### config.mk
export PLATFORM = sky130hd
export DESIGN_NAME = ffha_ctrl
export DESIGN_NICKNAME = d
export VERILOG_FILES = /design/src/sv/first_fit_heap_allocator_defines.svh /design/src/sv/ffha_pkg.sv /design/src/sv/ffha_ctrl.sv
export SDC_FILE = /design/constraint.sdc
export NUM_CORES = 1
export LEC_CHECK = 0
export BUFFER_PORTS_ARGS = -buffer_cell sky130_fd_sc_hd__buf_2
export CORE_UTILIZATION = 48
export DETAILED_ROUTE_END_ITERATION = 7
export PLACE_DENSITY = 0.91
export SLEW_MARGIN = 20
export SYNTH_ARGS = -nofsm -noshare
export SYNTH_HDL_FRONTEND = slang
export SYNTH_SLANG_ARGS = --single-unit
### constraint.sdc
create_clock -name clk -period 3.05 [get_ports clk]
set_input_delay 0 -clock clk [delete_from_list [all_inputs] [get_ports clk]]
set_output_delay 0 -clock clk [all_outputs]
set_load 0.05 [all_outputs]
### src/sv/first_fit_heap_allocator_defines.svh
// assertion macros for the first-fit heap allocator
// expects signals clk and rst in the scope of use
`ifndef FIRST_FIT_HEAP_ALLOCATOR_DEFINES_SVH
`define FIRST_FIT_HEAP_ALLOCATOR_DEFINES_SVH

// same-cycle implication, checked outside reset
`define FFHA_ASSERT_HOLDS(name, ante, cons, msg) \
  name: assert property (@(posedge clk) disable iff (rst) (ante) |-> (cons)) \
    else $error(msg);

// next-cycle implication, checked outside reset
`define FFHA_ASSERT_NEXT(name, ante, cons, msg) \
  name: assert property (@(posedge clk) disable iff (rst) (ante) |=> (cons)) \
    else $error(msg);

`endif

### src/sv/ffha_pkg.sv
// shared types and codes for the first-fit heap allocator
// no dependencies
`timescale 1ns / 1ps

package ffha_pkg;

  localparam int FIELD_W  = 12;
  localparam int STATUS_W = 2;

  // request commands
  localparam logic CMD_ALLOC = 1'b0;
  localparam logic CMD_FREE  = 1'b1;

  // result status codes
  localparam logic [STATUS_W-1:0] ST_OK        = 2'd0;
  localparam logic [STATUS_W-1:0] ST_NO_SPACE  = 2'd1;
  localparam logic [STATUS_W-1:0] ST_ZERO_SIZE = 2'd2;
  localparam logic [STATUS_W-1:0] ST_BAD_FREE  = 2'd3;

  typedef struct packed {
    logic               command;
    logic [FIELD_W-1:0] alloc_size;
    logic [FIELD_W-1:0] free_offset;
  } req_t;

  typedef struct packed {
    logic [FIELD_W-1:0]  data_offset;
    logic [STATUS_W-1:0] status;
    logic [FIELD_W-1:0]  live_blocks;
  } rsp_t;

  typedef enum logic [3:0] {
    S_IDLE,
    S_START,
    S_INIT,
    S_AREAD,
    S_AWALK,
    S_ASPLIT,
    S_AMARK,
    S_FCHK,
    S_FWALK,
    S_FCLR,
    S_FNREAD,
    S_FNEXT,
    S_FINISH
  } state_t;

  // controller to datapath
  typedef struct packed {
    logic                load_req;
    logic                heap_init;
    logic                step;
    logic                latch_hdr;
    logic                wr_split;
    logic                wr_mark;
    logic                wr_free;
    logic                rd_next;
    logic                wr_merge;
    logic                live_inc;
    logic                live_dec;
    logic                set_status;
    logic [STATUS_W-1:0] status;
    logic                load_out;
  } ctrl_cmd_t;

  // datapath to controller
  typedef struct packed {
    logic req_free;
    logic size_zero;
    logic heap_ready;
    logic free_bad;
    logic fit;
    logic step_end;
    logic at_target;
    logic past_target;
    logic hdr_alloc;
    logic room;
    logic next_in_heap;
    logic out_free;
  } dp_status_t;

endpackage

### src/sv/ffha_ctrl.sv
// request sequencer for the first-fit heap allocator
// depends on ffha_pkg
`timescale 1ns / 1ps

module ffha_ctrl (
  input  logic                   clk,
  input  logic                   rst,
  input  logic                   req_valid,
  output logic                   req_stall,
  input  ffha_pkg::dp_status_t   sts,
  output ffha_pkg::ctrl_cmd_t    cmd
);
  import ffha_pkg::*;

  state_t state;
  state_t state_next;

  always_ff @(posedge clk) begin
    if (rst) begin
      state <= S_IDLE;
    end else begin
      state <= state_next;
    end
  end

  always_comb begin
    state_next = state;
    unique case (state)
      S_IDLE: begin
        if (req_valid) state_next = S_START;
      end
      S_START: begin
        if (!sts.req_free && sts.size_zero) state_next = S_FINISH;
        else if (!sts.heap_ready) state_next = S_INIT;
        else if (sts.req_free) state_next = S_FCHK;
        else state_next = S_AWALK;
      end
      S_INIT: begin
        state_next = sts.req_free ? S_FCHK : S_AREAD;
      end
      S_AREAD: begin
        state_next = S_AWALK;
      end
      S_AWALK: begin
        if (sts.fit) state_next = S_ASPLIT;
        else if (sts.step_end) state_next = S_FINISH;
      end
      S_ASPLIT: begin
        state_next = S_AMARK;
      end
      S_AMARK: begin
        state_next = S_FINISH;
      end
      S_FCHK: begin
        state_next = sts.free_bad ? S_FINISH : S_FWALK;
      end
      S_FWALK: begin
        if (sts.at_target) state_next = sts.hdr_alloc ? S_FCLR : S_FINISH;
        else if (sts.past_target) state_next = S_FINISH;
      end
      S_FCLR: begin
        state_next = S_FNREAD;
      end
      S_FNREAD: begin
        state_next = sts.next_in_heap ? S_FNEXT : S_FINISH;
      end
      S_FNEXT: begin
        state_next = S_FINISH;
      end
      S_FINISH: begin
        if (sts.out_free) state_next = S_IDLE;
      end
      default: state_next = S_IDLE;
    endcase
  end

  always_comb begin
    cmd        = '0;
    cmd.status = ST_OK;
    req_stall  = (state != S_IDLE);
    unique case (state)
      S_IDLE: begin
        cmd.load_req = req_valid;
      end
      S_START: begin
        if (!sts.req_free && sts.size_zero) begin
          cmd.set_status = 1'b1;
          cmd.status     = ST_ZERO_SIZE;
        end
      end
      S_INIT: begin
        cmd.heap_init = 1'b1;
      end
      S_AREAD: begin
      end
      S_AWALK: begin
        if (sts.fit) begin
          cmd.latch_hdr = 1'b1;
        end else if (sts.step_end) begin
          cmd.set_status = 1'b1;
          cmd.status     = ST_NO_SPACE;
        end else begin
          cmd.step = 1'b1;
        end
      end
      S_ASPLIT: begin
        cmd.wr_split = sts.room;
      end
      S_AMARK: begin
        cmd.wr_mark    = 1'b1;
        cmd.live_inc   = 1'b1;
        cmd.set_status = 1'b1;
      end
      S_FCHK: begin
        if (sts.free_bad) begin
          cmd.set_status = 1'b1;
          cmd.status     = ST_BAD_FREE;
        end
      end
      S_FWALK: begin
        if (sts.at_target) begin
          if (sts.hdr_alloc) begin
            cmd.latch_hdr = 1'b1;
          end else begin
            cmd.set_status = 1'b1;
            cmd.status     = ST_BAD_FREE;
          end
        end else if (sts.past_target) begin
          cmd.set_status = 1'b1;
          cmd.status     = ST_BAD_FREE;
        end else begin
          cmd.step = 1'b1;
        end
      end
      S_FCLR: begin
        cmd.wr_free = 1'b1;
      end
      S_FNREAD: begin
        cmd.rd_next = 1'b1;
        if (!sts.next_in_heap) begin
          cmd.live_dec   = 1'b1;
          cmd.set_status = 1'b1;
        end
      end
      S_FNEXT: begin
        cmd.wr_merge   = !sts.hdr_alloc;
        cmd.live_dec   = 1'b1;
        cmd.set_status = 1'b1;
      end
      S_FINISH: begin
        cmd.load_out = sts.out_free;
      end
      default: begin
      end
    endcase
  end

endmodule

==> results.md <==
- Worst Path Arrival: 2.03 ns
- Port bufs: 30
- Status: complete, no violations
- Peak supply drop: 0.466 mV
- CP max FO: 17
- Setup Fix Bufs, Post-CTS: 0
- Slew margin rel.: 51.4%
- Reg clk slew, reported paths: 0.04 ns
- Largest family of logic cells by synthesized area: simple AND/OR/NAND/NOR gates
- H-tree depth: 1
- Resized Gates After CTS: 0
- Vias/cell: 6.02
- DP Cell Count: 120
- CP max-delay cell: nor2_1
- GRT overflow: 0
- Fin Setup TNS: 0 ns
- Post-layout min period: 2.03 ns
- Max reg flops: 4
- Synthesis-to-layout area growth: 22.9%
- Post-synthesis sequential area ratio: 12.7%
- Largest regs: state x4
- Most frequent cells in the layout: 30 x buf_2, 9 x nand2_1, 5 x nor3_1, 5 x nor2b_1
- Clk_skew: 0.00354 ns
- Synth Area in Compound Gates: 34.2%
- Nets: 127
- Final Wtd Congestion: 0.762
- Num CTS Buffers: 3
- Element type at the critical path start: register
- Buf+Inv Stages, Crit Path: 1
- Post-Layout Cell Count: 124
- First-pass GRT wire length: 2510 um
- MaxCap Viol Count: 0
- Crit Path Class: reg -> out
- Setup violators final: 0
- Initial Utilization: 54.4%
- Layout fillers: 103
- Pwr dens: 946 nW/um^2
- Post-synthesis simple-gate area fraction: 42.3%
- Antenna violations before repair: 0
- Clock Tree Root: clkbuf_4
- CP endpoint kind: output pin
- Layout cells sized above 1: 35.5%
- Dpl hpwl: 1220 um
- Finished Core Util: 66.9%
- Post-Syn Instances: 84
- Drt pass-1 iters: 4
- Final Hold Fails: 0
- Ant diodes: 0
- Largest net degree at the start of global routing: 24
- Global router's overall resource usage: 24.1%
- Data required, critical path: 3.05 ns
- Vias in the first global route: 581
- DRC Markers: 0
- Core Region: 1160 um^2
- Top delay family on crit path: simple AND/OR/NAND/NOR gates
- CTS tree: done
- Synthesized area: 629 um^2
- Most flops, register: state
- Hold Crit Class: in -> reg
- Hold WS: 0.157 ns
- Max Freq: 0.492 GHz
- Post-Route WL: 1620 um
- Worst slew pin tran: 0.728 ns
- Die Footprint: 1460 um^2
- WL/cell: 13.1 um
- Crit path cell chain: nor2_1 > o211ai_1 > o21ai_1 > nand3b_1 > buf_2
- Yosys synthesis warning count: 0
- XOR/XNOR share of the synthesized area: 0%
- Period utilisation layout: 66.6%
- Rows: 12
- RSZ-0062 raised after global routing: false
- Via count: 746
- Distinct cell type count after synthesis: 39
- Avg Synthesized Cell Area: 7.49 um^2
- Clock Path Buffers: 2
- LEAKAGE: 0.346 nW
- Antenna-violating nets left: 0
- Clk_lat worst skew: 0.24 ns
- Die height: 38.2 um
- Worst path max stage delay: 0.51 ns
- Clk sinks: 4
- Most common cell after layout, fill and taps aside: buf_2
- DR iter-0 viols: 28
- Die extent in x: 38.2 um
- Final Max Tran Viols: 0
- Mux cell area share after synthesis: 0%
- IO Pins: 31
- Synthesized flop and latch total: 4
- Adder-Cell Fraction of Synth Area: 0%
- Syn nets: 99
==> routing by layer <==
layer | up-vias | share of wire (%) | GRT usage, % | routed length [um]
met4 | 0 | 1.0 | 5.36 | 17
met5 | - | 0 | 0 | 0
met2 | 41 | 45 | 41.1 | 729
li1 | 379 | - | - | -
met3 | 2 | 7.0 | 3.49 | 113
met1 | 324 | 47 | 31.8 | 764
==> cell type report <==
class                   count  area [um^2]  area share (%)
multi-input cells          69          482            62.3
repair buffers             31          160            20.7
flip-flops and latches      4         80.1            10.4
clock buffers               3         22.5            2.91
well taps                  14         17.5            2.27
inverters                   3         11.3            1.46
==> where the power goes <==
group | switching (W) | internal [W] | total [W]
Clock | 0.0000238 | 0.0000442 | 0.0000679
Sequential | 0.0000841 | 0.0000736 | 0.000158
Combinational | 0.000336 | 0.000170 | 0.000506
==> cells in the mapped netlist <==
master / number / area share, %
o32ai_1: 1 / 1.4
nor4b_4: 1 / 3.8
o31ai_1: 1 / 1.2
a311oi_2: 1 / 2.4
and3_1: 2 / 2.0
or3_1: 1 / 0.99
nor2_1: 4 / 2.4
nand4_1: 1 / 0.99
and4bb_2: 1 / 2.0
and2b_1: 1 / 1.2
nand4b_1: 2 / 2.8
a31oi_1: 2 / 2.0
and3b_1: 1 / 1.4
buf_2: 3 / 2.4
buf_6: 2 / 3.6
nor2b_1: 5 / 5.0
nor4b_2: 2 / 4.8
dfxtp_1: 4 / 13
and4_1: 1 / 1.4
buf_4: 2 / 2.4
o41ai_1: 1 / 1.4
o211ai_1: 4 / 4.8
a21o_1: 1 / 1.2
inv_1: 3 / 1.8
clkbuf_1: 1 / 0.60
a31o_2: 1 / 1.4
o31a_1: 2 / 2.8
nand2b_1: 2 / 2.0
nor3_1: 5 / 4.0
a21oi_1: 3 / 2.4
o21a_1: 2 / 2.4
a211oi_1: 1 / 1.2
o21ai_1: 1 / 0.79
o21ai_0: 2 / 1.6
a21boi_1: 3 / 3.6
nand2_1: 9 / 5.4
nand3b_1: 2 / 2.4
a221oi_1: 1 / 1.4
a21boi_0: 2 / 2.4
==> cells by family (layout without fill, tap and decap cells) <==
kind of cell	Yosys count	after routing
simple gates	40	40
compound gates	29	29
buf+inv	11	37
flops	4	4
==> worst min-delay path: stages <==
cell,delay [ns]
buf_2,0.13
o211ai_1,0.11
a21oi_1,0.12
==> path summary, 6_finish.rpt <==
| path | start | endpoint | slack, ns | cells after the start |
|---|---|---|---|---|
| setup / recovery | state[1] | cmd[3] | 1.02 | 5 |
| hold / removal | sts[11] | state[1] | 0.16 | 3 |
| setup reg to reg | state[3] | state[3] | 1.21 | 4 |
| hold reg to reg | state[0] | state[2] | 0.79 | 3 |
==> stage by stage <==
step           area [um^2]  setup WS, ns  total power, W
2_1_floorplan          629          1.05        0.000591
3_3_place_gp           741          1.28        0.000651
3_5_place_dp           741          1.25        0.000657
4_1_cts                773          1.06        0.000729
5_1_grt                773         0.817        0.000788
6_report               773          1.02        0.000731
==> repair_timing <==
| item | in CTS | in global routing |
|---|---|---|
| endpoints found under the setup margin | 0 | 0 |
| hold buffers | 1 | 0 |
| hold endpoints to repair | 2 | 0 |
No activity file was read; power rests on OpenSTA's default activity.
